$ cat config.mk
export PLATFORM = sky130hd
export DESIGN_NAME = frns_dist
export DESIGN_NICKNAME = d
export VERILOG_FILES = /design/src/rtl/frns_pkg.sv /design/src/rtl/frns_dist.sv
export SDC_FILE = /design/constraint.sdc
export NUM_CORES = 2
export LEC_CHECK = 0
export ABC_AREA = 1
export BUFFER_PORTS_ARGS = -buffer_cell sky130_fd_sc_hd__buf_4
export CORE_ASPECT_RATIO = 1.25
export CORE_MARGIN = 4
export CORE_UTILIZATION = 35
export CTS_CLUSTER_SIZE = 25
export DETAILED_ROUTE_END_ITERATION = 8
export GPL_ROUTABILITY_DRIVEN = 1
export MAX_ROUTING_LAYER = met4
export RECOVER_POWER = 50
export SLEW_MARGIN = 40
export SYNTH_ARGS = -nofsm -noshare
export SYNTH_HDL_FRONTEND = slang
export SYNTH_SLANG_ARGS = --single-unit
$ cat constraint.sdc
create_clock -name clk_i -period 4.36 [get_ports clk_i]
set_input_delay 0.872 -clock clk_i [delete_from_list [all_inputs] [get_ports clk_i]]
set_output_delay 0.872 -clock clk_i [all_outputs]
set_load 0.01 [all_outputs]
$ cat src/rtl/frns_pkg.sv
`timescale 1ns / 1ps

package frns_pkg;

  // Parameter defaults for the top level.
  localparam int unsigned MAX_NODES_DEF  = 16384;
  localparam int unsigned BLOCK_DEF      = 64;
  localparam int unsigned COORD_BITS_DEF = 24;

  // Fixed field widths of the item ports.
  localparam int unsigned IDX_W   = 14;
  localparam int unsigned CAND_W  = IDX_W + 1;
  localparam int unsigned NCNT_W  = 15;
  localparam int unsigned RAD_W   = 52;
  localparam int unsigned POS_W   = 24;
  localparam int unsigned COORD_W = 24;

  // Result queue depth, a power of two.
  localparam int unsigned FIFO_DEPTH = 8;

  // Register port geometry.
  localparam int unsigned APB_AW = 4;
  localparam int unsigned APB_DW = 64;

  localparam logic [POS_W-1:0] POS_MAX = '1;

  typedef enum logic {
    OP_STORE = 1'b0,
    OP_QUERY = 1'b1
  } opcode_e;

  typedef enum logic {
    REG_RADIUS     = 1'b0,
    REG_NODE_COUNT = 1'b1
  } reg_idx_e;

  typedef struct packed {
    logic [IDX_W-1:0] query_node;
    logic [IDX_W-1:0] neighbor_index;
    logic             found;
    logic [POS_W-1:0] list_position;
    logic             last;
  } result_t;

  // Status of the distance pipeline as seen by the scan controller.
  typedef struct packed {
    logic              sq_busy;
    logic              hit;
    logic [CAND_W-1:0] cand;
  } dist_stat_t;

endpackage

$ cat src/rtl/frns_dist.sv
`timescale 1ns / 1ps

module frns_dist
  import frns_pkg::*;
#(
  parameter int unsigned COORD_BITS = COORD_BITS_DEF
) (
  input  logic                    clk_i,
  input  logic                    rst_ni,
  input  logic                    valid_i,
  input  logic [CAND_W-1:0]       cand_i,
  input  logic [3*COORD_BITS-1:0] ci_i,
  input  logic [3*COORD_BITS-1:0] cj_i,
  input  logic [RAD_W-1:0]        radius_i,
  output dist_stat_t              stat_o
);

  localparam int unsigned SQ_W  = 2 * COORD_BITS + 2;
  localparam int unsigned SUM_W = SQ_W + 2;
  localparam int unsigned CMP_W = (SUM_W > RAD_W) ? SUM_W : RAD_W;

  logic signed [COORD_BITS:0] diff [3];
  logic signed [SQ_W-1:0]     prod [3];
  logic [SQ_W-1:0]            sq_q [3];
  logic                       sq_v_q;
  logic [CAND_W-1:0]          cand_sq_q;
  logic [SUM_W-1:0]           sum;
  logic                       hit_d, hit_q;
  logic [CAND_W-1:0]          cand_hit_q;

  // Differences are exact; one square per axis, registered.
  always_comb begin
    for (int a = 0; a < 3; a++) begin
      diff[a] = signed'({ci_i[(a+1)*COORD_BITS-1], ci_i[a*COORD_BITS +: COORD_BITS]})
              - signed'({cj_i[(a+1)*COORD_BITS-1], cj_i[a*COORD_BITS +: COORD_BITS]});
      prod[a] = diff[a] * diff[a];
    end
  end

  // The exact sum never saturates below the radius range, so a plain
  // compare gives the same answer as the saturating one.
  assign sum   = SUM_W'(sq_q[0]) + SUM_W'(sq_q[1]) + SUM_W'(sq_q[2]);
  assign hit_d = sq_v_q && (CMP_W'(sum) < CMP_W'(radius_i));

  always_ff @(posedge clk_i or negedge rst_ni) begin
    if (!rst_ni) begin
      sq_v_q <= 1'b0;
      hit_q  <= 1'b0;
    end else begin
      sq_v_q <= valid_i;
      hit_q  <= hit_d;
    end
  end

  always_ff @(posedge clk_i) begin
    for (int a = 0; a < 3; a++) begin
      sq_q[a] <= $unsigned(prod[a]);
    end
    cand_sq_q  <= cand_i;
    cand_hit_q <= cand_sq_q;
  end

  assign stat_o.sq_busy = sq_v_q;
  assign stat_o.hit     = hit_q;
  assign stat_o.cand    = cand_hit_q;

endmodule

# == Word-level counts from Yosys, hierarchy flattened ==
# Memory sizes are Yosys's and may differ from the RTL's.
# Index checks and enable logic that the tools add are counted.
# op_classes
add_sub_neg,5
bitwise,0
n_mul,3
n_reduce_logical,1
shift,0
n_lt_le_gt_ge,1
n_eq_ne,0
n_mux,0
n_div,0
# op_table
op,count
25-bit by 25-bit multiplier with 50-bit output,3
24-bit by 24-bit subtractor with 25-bit output,3
51-bit by 50-bit adder with 52-bit output,1
52-bit less-than comparator,1
50-bit by 50-bit adder with 51-bit output,1
1-bit logical AND,1
# word_totals
mem_bits_rw,150
romBits,0
out_inout_bits,17
latchBits,0
elab_cells,15
mem_count,1
register_bits,32
# memory_table
memory,depth,width,rd,rd_clocked_by_memory_dff,wr,line,rtl
sq_q,3,50,3,0,3,frns_dist.sv:24,logic [SQ_W-1:0] sq_q [3];

# == Depth between registers and ports, before layout ==
# logic_depth
depth_word,4
ltp_mapped,43

# == Least setup slack after synthesis ==
# No wires, ideal clock.
# synth_path
path_type,input to register
startpoint,in ci_i[0]
endpoint,mem sq_q[0][49] in the netlist's numbering
t_arrival_ps,7999
slack_ps,-3753
setup_ps,113
cell_stages,35
cell_sequence,inv_1 ha_1 inv_1 fa_1 nand3_1 nand3_1 nand2_1 nand2_1 nand2_1 nand4_2 nand2_2 buf_2 nor2_1 fa_1 inv_1 fa_1 inv_1 fa_1 inv_1 fa_1 fa_1 fa_1 fa_1 inv_1 ha_1 nand2_1 inv_1 nand3_1 nor3_1 and2_1 nand2_1 nand3_1 inv_1 nand2_1 nand2_1
# synth_lines
item,line,rtl
start: declaration,frns_dist.sv:12,"input logic [3*COORD_BITS-1:0] ci_i,"
end: declaration,frns_dist.sv:24,

==> qor.txt <==
outcome: finished, violations left
failing checks: setup timing
startpoint types: input pin
CP Capture Type: flip-flop
DRT iter0 DRCs: 3,303
RSZ-0062 raised after global routing: true
Setup WS post-layout: -3.298 ns
compound-cell area share of the yosys netlist: 0.04275
Period Utilization, post-route: 1.757
Vias: 70.16k
final wirelength: 303,900 um
Final Hold Slack: 0.08816 ns
worst rel slew slack: 0.5874
All-Layer GR Usage: 0.2716
PortBufs: 230
Mapped Cells: 9,648
Via density: 4.761
sequential fraction of the synthesis area: 0.04581
Post-Synth Simple-Gate Area: 0.1733
commonest cells in the netlist: inv_1 (2,616), fa_1 (1,874), nand2_1 (1,812)
drt pass-1 iters: 5
Layout area overhead: 43.57%
die area: 231,800 sq um
Root Driver: clkbuf_16
largest family of logic cells by synthesized area: adder cells
Max Cap Viol: 0
Die Ht: 537.3 um
htree depth: 4
clk_lat worst skew: 0.55 ns
CTS tree: built
CP max stage cell: fa_2
antenna violations before repair: 3
Synth area leader: fa_1
Clock Skew: 0.01640 ns
antenna-violating nets left: 0
Placer Congestion: 1.033
Req. time, crit path: 4.82 ns
Tmin final: 7.658 ns
post-synthesis cell type count: 52
first-pass GRT wire length: 463,100 um
largest net degree at the start of global routing: 27
Top Ports: 231
Starting Density: 0.3513
filler cell count: 20.82k
CP max stage delay: 0.62 ns
final slew viol count: 0
Synth top area share: 0.4783
share of cells above drive strength 1: 0.3781
Nets: 14.48k
Yosys Warn Count: 0
Hold Fails Final Rpt: 0
DP HPWL: 264,800 um
Worst Path Max Fanout: 8
Worst-Margin Slew: 0.6142 ns
final antenna diode count: 0
Remaining DRCs: 0
HP Class: input pin to async pin
cts bufs inserted: 17
Main synth FF type: dfxtp_1
FFs w/ async S/R, synth: 0.01117
leading post-synthesis cells by cell area: fa_1 (48%), inv_1 (13%), ha_1 (9.7%)
Peak Freq: 130.6 MHz
row cnt: 194
number of synthesized register bits: 179
core area: 223,300 sq um
post-synthesis adder-cell area fraction: 0.5757
Setup CP Type: input pin to flip-flop
syn avg cell area: 8.130 sq um
vias in the first global route: 79.68k
mux contribution to synthesized area: 0
CP Data Arrival Time: 8.12 ns
grt total ovfl: 0
XOR/XNOR share of the synthesized area: 0.02501
Final setup viols: 136
EDFF count, synth: 0
DIE WIDTH: 431.4 um
# clock sinks: 179
most numerous cell in the Yosys netlist: inv_1
WL per Instance: 20.63 um
Worst-path clk slew: 0.10 ns
synthesized cell area: 78,440 sq um
Max Buffers Root-to-Sink: 2
[sequential cells by signal, indices dropped and copies added, names as in the netlist]
name        count
cand_hit_q     15
hit_q           1
sq_q          147
cand_sq_q      15
sq_v_q          1
[per-stage QoR]
step           instances  cell area, sq um    util  setup TNS (ns)  setup WS [ns]
2_1_floorplan       9649             80730       -         -351.80         -3.247
3_3_place_gp       14350             98770  0.4423         -490.18         -4.242
3_5_place_dp       14350             98770  0.4423         -494.06         -4.321
4_1_cts            14600            107500  0.4813         -369.90         -3.208
5_1_grt            14740            112600  0.5043         -403.25         -3.491
6_report           14740            112600  0.5043         -374.72         -3.298
[worst paths after layout]
kind,startpoint,to,slack [ns],cells past startpoint
max,ci_i[48],sq_q[0][146]$_DFF_P_,-3.30,35
min,rst_ni,sq_v_q$_DFF_PN0_,0.09,1
max reg2reg,sq_q[0][8]$_DFF_P_,hit_q$_DFF_PN0_,-0.17,17
min reg2reg,cand_sq_q[9]$_DFF_P_,cand_hit_q[9]$_DFF_P_,0.32,0
max in group asynchronous,rst_ni,hit_q$_DFF_PN0_,4.15,1
min in group clk_i,cand_sq_q[9]$_DFF_P_,cand_hit_q[9]$_DFF_P_,0.32,0
[what timing repair did]
item,CTS,global route
pin swaps,860,887
hold buffers,0,0
setup endpoints to repair,136,136
gates cloned,4,1
resized for setup,1589,1150
buffers inserted,214,171
[worst max-delay path, delay by kind of cell]
kind / cells / cell delay [ns]
AO/OA/AOI/OAI: 4 / 0.73
adder cells (fa/ha/maj): 10 / 4.52
buffers and inverters: 10 / 1.04
AND/OR/NAND/NOR: 11 / 0.94
[routing by layer]
metal,wire length [um],share of wire,vias to the layer above,track usage
met3,9870,0.032,662,0.02045
met2,162700,0.54,1724,0.5031
met5,0,0,-,-
met4,19400,0.064,0,0.1256
li1,-,-,32350,-
met1,112000,0.37,35420,0.2955
[layout by cell type, fill, tap and decap left out, types with 26 or more instances in the layout]
master,netlist,final
buf_8,0,27
inv_1,2616,2318
buf_12,0,112
o21ai_0,163,65
fa_2,0,174
xnor2_1,61,46
inv_4,1,28
nand2_4,2,188
buf_6,15,227
nand3_2,1,67
nor2_1,1093,681
o21bai_1,52,39
nand2_8,0,26
a21oi_1,337,149
xor2_2,6,28
buf_4,20,1881
a21oi_4,0,84
ha_1,611,425
nand4_1,89,89
nand2_2,26,353
ha_4,0,173
nor2_4,11,246
inv_2,20,269
nand3_1,261,171
dfxtp_1,177,177
o21ai_2,1,44
fa_1,1874,1700
o21ai_1,2,29
nand2_1,1812,1275
o21ai_4,0,28
xor2_1,113,75
nor2_2,4,181
a21oi_2,4,108
[cells by family after synthesis]
group,after synthesis
compound gates,614
buf+inv,2796
flops,179
other cells,2
simple gates,3378
fa+ha+maj,2485
xor+xnor,194
[area by class of cell]
class,instances,area (sq um),share of cell area
inverters,2646,10160,0.09020
flip-flops and latches,179,3593,0.03191
well taps,2940,3679,0.03266
clock inverters,15,237.7,0.002111
multi-input cells,6676,75060,0.6665
repair buffers,2263,19470,0.1729
clock buffers,17,425.4,0.003777
Power is not shown: default switching activity piles up to over one toggle a cycle in this logic, so the estimate is an artifact.
