`src/rtl/frns_pkg.sv`:
```
`timescale 1ns / 1ps

package frns_pkg;

  // Parameter defaults for the top level.
  localparam int unsigned MAX_NODES_DEF  = 16384;
  localparam int unsigned BLOCK_DEF      = 64;
  localparam int unsigned COORD_BITS_DEF = 24;

  // Fixed field widths of the item ports.
  localparam int unsigned IDX_W   = 14;
  localparam int unsigned CAND_W  = IDX_W + 1;
  localparam int unsigned NCNT_W  = 15;
  localparam int unsigned RAD_W   = 52;
  localparam int unsigned POS_W   = 24;
  localparam int unsigned COORD_W = 24;

  // Result queue depth, a power of two.
  localparam int unsigned FIFO_DEPTH = 8;

  // Register port geometry.
  localparam int unsigned APB_AW = 4;
  localparam int unsigned APB_DW = 64;

  localparam logic [POS_W-1:0] POS_MAX = '1;

  typedef enum logic {
    OP_STORE = 1'b0,
    OP_QUERY = 1'b1
  } opcode_e;

  typedef enum logic {
    REG_RADIUS     = 1'b0,
    REG_NODE_COUNT = 1'b1
  } reg_idx_e;

  typedef struct packed {
    logic [IDX_W-1:0] query_node;
    logic [IDX_W-1:0] neighbor_index;
    logic             found;
    logic [POS_W-1:0] list_position;
    logic             last;
  } result_t;

  // Status of the distance pipeline as seen by the scan controller.
  typedef struct packed {
    logic              sq_busy;
    logic              hit;
    logic [CAND_W-1:0] cand;
  } dist_stat_t;

endpackage

```
`src/rtl/frns_res_fifo.sv`:
```
`timescale 1ns / 1ps

module frns_res_fifo
  import frns_pkg::*;
#(
  parameter int unsigned DEPTH = FIFO_DEPTH
) (
  input  logic                       clk_i,
  input  logic                       rst_ni,
  input  logic                       push_i,
  input  result_t                    push_data_i,
  output logic                       full_o,
  output logic [$clog2(DEPTH+1)-1:0] count_o,
  output logic                       out_valid_o,
  input  logic                       out_stall_i,
  output result_t                    out_data_o
);

  localparam int unsigned PW = $clog2(DEPTH);
  localparam int unsigned CW = $clog2(DEPTH + 1);

  result_t       buf_q [DEPTH];
  logic [PW-1:0] wr_ptr_q, rd_ptr_q;
  logic [CW-1:0] cnt_q;
  logic          pop;

  assign pop         = out_valid_o && !out_stall_i;
  assign out_valid_o = (cnt_q != '0);
  assign out_data_o  = buf_q[rd_ptr_q];
  assign full_o      = (cnt_q == CW'(DEPTH));
  assign count_o     = cnt_q;

  always_ff @(posedge clk_i or negedge rst_ni) begin
    if (!rst_ni) begin
      wr_ptr_q <= '0;
      rd_ptr_q <= '0;
      cnt_q    <= '0;
    end else begin
      if (push_i) begin
        wr_ptr_q <= wr_ptr_q + PW'(1);
      end
      if (pop) begin
        rd_ptr_q <= rd_ptr_q + PW'(1);
      end
      unique case ({push_i, pop})
        2'b10:   cnt_q <= cnt_q + CW'(1);
        2'b01:   cnt_q <= cnt_q - CW'(1);
        default: cnt_q <= cnt_q;
      endcase
    end
  end

  always_ff @(posedge clk_i) begin
    if (push_i) begin
      buf_q[wr_ptr_q] <= push_data_i;
    end
  end

endmodule

```
`config.mk`:
```
export PLATFORM = sky130hd
export DESIGN_NAME = frns_res_fifo
export DESIGN_NICKNAME = d
export VERILOG_FILES = /design/src/rtl/frns_pkg.sv /design/src/rtl/frns_res_fifo.sv
export SDC_FILE = /design/constraint.sdc
export NUM_CORES = 1
export LEC_CHECK = 0
export BUFFER_PORTS_ARGS = -buffer_cell sky130_fd_sc_hd__buf_2
export CAP_MARGIN = 30
export CORE_MARGIN = 2
export CORE_UTILIZATION = 45
export DETAILED_ROUTE_END_ITERATION = 6
export PLACE_DENSITY = 0.62
export SYNTH_ARGS = -nofsm -noshare
export SYNTH_HDL_FRONTEND = slang
export SYNTH_SLANG_ARGS = --single-unit
```
`constraint.sdc`:
```
create_clock -name clk_i -period 7.9 [get_ports clk_i]
set_clock_uncertainty 0.15 [all_clocks]
set_input_delay 0.395 -clock clk_i [delete_from_list [all_inputs] [get_ports clk_i]]
set_output_delay 0.395 -clock clk_i [all_outputs]
set_load 0.005 [all_outputs]
```
# == After elaboration in Yosys (flattened, before gate mapping) ==
# Memories as Yosys holds them, arrays and structs flattened.
# Cells that the tools add are included.
# W data, S select, Z words.
# op_classes
magnitude_cmp,0
addsub,4
mul,0
div,0
n_shift,0
reduce_logical,4
n_bitwise,0
n_mux,3
n_eq_ne,3
# ops
op,count
$pmux W4 S2,1
$add A3 B1 Y3 const B,2
$add A4 B1 Y4 const B,1
$eq A4 B4 Y1 const B,1
$reduce_bool A4 Y1,1
$sub A4 B1 Y4 const B,1
$eq A2 B1 Y1 const B,1
$eq A2 B2 Y1 const B,1
$mux W1,2
$reduce_bool A2 Y1,1
$logic_and A1 B1 Y1,1
$logic_not A1 Y1,1
# word_totals
ff_bits,10
memories,1
word_cells,18
ram_bits,432
romBits,0
latchBits,0
output_inout_bits,60
# mem_list
memory,words,word_bits,rd,rd_ports_with_merged_regs,write_ports,line,rtl
buf_q,8,54,1,0,1,frns_res_fifo.sv:22,result_t buf_q [DEPTH];

# == Logic depth before layout (Yosys ltp) ==
# depth
word_depth,4
mapped_depth,9

# == Least setup slack after synthesis ==
# Ideal clock, no wire load.
# synth_path
kind,register to register
from,register wr_ptr_q[1]
to,"memory buf_q[0][0] in the netlist's numbering, enable pin"
n_path_buf,0
arrival_ns,4.254
setup_slack_ns,2.964
t_required_ns,7.218
synth_period_minus_slack_ns,4.936
path_stages_with_launch,3
setup_time_ns,0.532
cell_sequence,dfrtp_1 > nand2b_1 > nor3_1
# synth_lines
element,line,rtl
"start, declared",frns_res_fifo.sv:23,"logic [PW-1:0] wr_ptr_q, rd_ptr_q;"
"start signal, assigned",frns_res_fifo.sv:40,wr_ptr_q <= wr_ptr_q + PW'(1);
"end, declared",frns_res_fifo.sv:22,
# No word-level cell before the write port.

==> impl_metrics.py <==
metrics = {
    "cts": {
        "cts_root_buffer": "clkbuf_16",
        "ctsHtreeMaxLevel": 2,
        "clkTransAtPathRegs_ns": 0.06,
        "post_cts_resized": 0,
        "cts_setup_buffers": 0,
        "max-clock-path-buffers": 3,
        "clkSinkCount": 442,
        "cts_buffers": 47,
        "cts_tree": "built",
        "clock_latency_ns": 0.55,
    },
    "floorplanning": {
        "start_util": 0.4577,
        "ios": 118,
        "core_um2": 36610,
        "die_w_um": 197.0,
        "die_area_um2": 38800,
        "rows": 70,
        "fp.dieH_um": 197.0,
    },
    "drt": {
        "drt_pass1_iterations": 4,
        "drt-vias-per-instance": 5.445,
        "wl_per_cell_um": 24.10,
        "wl_mm": 33.78,
        "postRouteAntennaNets": 0,
        "drc": 0,
        "first_iter_violations": 432,
        "vias": 7634,
    },
    "pwr": {
        "pwr-share-clk": 0.282,
        "power.share.switching": 0.2801,
        "p_leak_nw": 6.617,
        "pwr-share-comb": 0.279,
        "ir_drop_v": 0.0002042,
        "pwr-share-seq": 0.439,
        "intPower_mw": 5.192,
        "switching_power_mw": 2.020,
        "p_per_area_nw_per_um2": 358.6,
    },
    "synth": {
        "postSynthCellCount": 679,
        "ys_types": 25,
        "ys_ff_latch": 442,
        "syn_avg_cell_area_um2": 24.68,
        "netlist_area_um2": 16760,
        "syn_nets": 742,
        "ys_warn_count": 0,
        "ys_seq_area_frac": 0.7891,
    },
    "setup_path": {
        "worst-path-stages": 4,
        "crit_family": "flip-flops",
        "critPathLaunchType": "flop",
        "rr_worst_depth": 9,
        "crit_chain": "buf_4, mux4_2, mux2_2, buf_2",
        "end_kind": "primary output",
        "regToRegStartpoint": "count_o[1]$_DFFE_PN0P_",
        "r2r_setup_slack_ns": 5.19,
        "cp_slowest_cell": "dfrtp_4",
        "cp_max_fo": 57,
        "reg2reg_to": "count_o[2]$_DFFE_PN0P_",
        "path_buf_inv": 2,
        "cp.required_ns": 7.36,
        "max_stage_delay_ns": 0.97,
        "crit_type": "reg2out",
        "cp_data_arrival_time_ns": 3.23,
    },
    "timing": {
        "finalSetupViolCount": 0,
        "drv_slew": 0,
        "tightestPinTransition_ns": 0.8793,
        "rsz0062_at_grt": "no",
        "hold_viol_final": 0,
        "timing.setup.tns_ns": 0,
        "maxSlewHeadroom": 0.4138,
        "fin_crit_sh": 0.4775,
        "fmax_mhz": 265.1,
        "post-route-min-period_ns": 3.773,
    },
    "placed_design": {
        "io_buffers": 117,
        "dp_hpwl_mm": 18.83,
        "dp_cells": 1256,
        "gp_congestion": 0.6870,
    },
    "global_routing": {
        "grt_max_degree": 58,
        "antenna_found_initial": 2,
        "grt_pass1_vias": 8490,
        "grt.total_usage": 0.1798,
        "gr-total-overflow": 0,
        "grt_pass1_wl_mm": 50.98,
    },
    "run": {
        "maxCapViolations": 0,
    },
    "worst_hold_path": {
        "hp-class": "in2async",
    },
    "finish": {
        "syn2layout_area_growth_pct": 20.03,
        "fin_nets": 958,
        "drive_above_1_share": 0.4084,
        "post-route-util": 0.5494,
        "fillers": 2746,
        "finalNonFillerCells": 1402,
    },
    "outcome": {
        "outcome": "completed",
    },
}
-- sequential cells by signal (all words and copies together) (netlist names) --
register and count:
buf_q 432, count_o 4, rd_ptr_q 3, wr_ptr_q 3
-- power groups by stage --
stage,sequential [mW],clock (mW),combinational [mW]
2_1_floorplan,3.09,0,1.39
3_3_place_gp,3.23,0,1.90
3_5_place_dp,3.22,0,2.02
4_1_cts,3.18,2.09,2.05
5_1_grt,3.20,2.17,2.17
6_report,3.17,2.03,2.01
-- worst max-delay path by stage --
stage                                  startpoint  slack [ns]                     to
final                     rd_ptr_q[1]$_DFFE_PN0N_        4.13         out_data_o[46]
after global routing      rd_ptr_q[1]$_DFFE_PN0N_        3.98         out_data_o[29]
after CTS                 rd_ptr_q[1]$_DFFE_PN0N_        4.07         out_data_o[46]
after detailed placement  rd_ptr_q[1]$_DFFE_PN0N_        4.67         out_data_o[46]
after global placement    rd_ptr_q[1]$_DFFE_PN0N_        4.72         out_data_o[29]
after floorplan           wr_ptr_q[1]$_DFFE_PN0P_        2.96  buf_q[0][0]$_DFFE_PP_
-- stage by stage --
step | setup WS [ns] | area, um2 | hold WS, ns | total power, mW
4_1_cts | 4.066 | 20080 | 0.06268 | 7.318
3_3_place_gp | 4.715 | 17950 | 0.1183 | 5.135
5_1_grt | 3.977 | 20110 | 0.1177 | 7.550
3_5_place_dp | 4.673 | 18080 | 0.1321 | 5.243
2_1_floorplan | 2.964 | 16760 | -0.05059 | 4.480
6_report | 4.127 | 20110 | 0.09542 | 7.212
-- layout by cell type (no fill, tap or decap), types with 2 or more instances in the layout --
cell | netlist | layout
edfxtp_1 | 432 | 432
buf_2 | 12 | 117
mux4_2 | 108 | 108
mux2_2 | 57 | 57
dlygate4sd3_1 | 0 | 57
clkbuf_16 | 0 | 47
buf_4 | 0 | 16
clkbuf_1 | 15 | 12
clkinv_1 | 0 | 11
clkinv_2 | 0 | 8
dfrtp_1 | 10 | 7
nor2_4 | 0 | 6
xor2_1 | 5 | 5
ha_1 | 5 | 5
nand2_1 | 4 | 4
nand2b_1 | 4 | 4
xnor2_1 | 4 | 4
clkinvlp_4 | 0 | 4
buf_16 | 0 | 3
buf_12 | 1 | 3
dfrtp_4 | 0 | 3
nor3_2 | 0 | 2
nor4b_1 | 2 | 2
clkinv_8 | 0 | 2
bufinv_16 | 0 | 2
-- final cells by class --
| cell class | instances | area, um2 | share of cell area |
|---|---|---|---|
| multi-input cells | 206 | 3423 | 0.1702 |
| well taps | 468 | 585.6 | 0.02911 |
| inverters | 1 | 3.754 | 0.0001866 |
| flip-flops and latches | 442 | 13230 | 0.6580 |
| repair buffers | 197 | 1430 | 0.07110 |
| clock inverters | 28 | 212.7 | 0.01058 |
| clock buffers | 59 | 1221 | 0.06072 |
| diodes | 1 | 2.502 | 0.0001244 |
-- synthesized netlist by cell type, drive strengths merged --
master   number  area, um2
or4           1      7.510
nor4b         2      17.52
nand3         1      5.000
mux2         57      641.9
ha            5      62.56
nor3          3      15.01
xnor2         4      35.03
mux4        108       2432
nand2         4      15.01
dfrtp        10      250.2
a21oi         1      5.000
xor2          5      43.79
edfxtp      432      12970
nand3b        1      7.510
clkbuf       15      56.30
a2111oi       1      8.760
inv           1      3.750
nand2b        4      25.02
nor4          1      6.260
buf          15      106.4
nor2b         1      13.76
nor2          7      26.28
-- routing by layer --
layer / wire [um] / track usage
met1: 14200 / 0.2279
met4: 751 / 0.06238
met3: 1544 / 0.03405
met5: 13 / 0
met2: 17270 / 0.3125
-- what timing repair did --
action / in CTS / in global routing
hold buffers: 57 / 0
endpoints found under the hold margin: 445 / 0
endpoints found under the setup margin: 0 / 0
-- cell families after synthesis --
kind of cell,Yosys count,share of synthesized area
AOI/OAI and AO/OA,2,0.0008211
xor gates and xnor gates,9,0.004704
adders and majority gates,5,0.003733
buffers and inverters,31,0.009930
DFF,442,0.7891
muxes,165,0.1835
and+or+nand+nor,25,0.008288
Power figures use the tool's default switching activity.
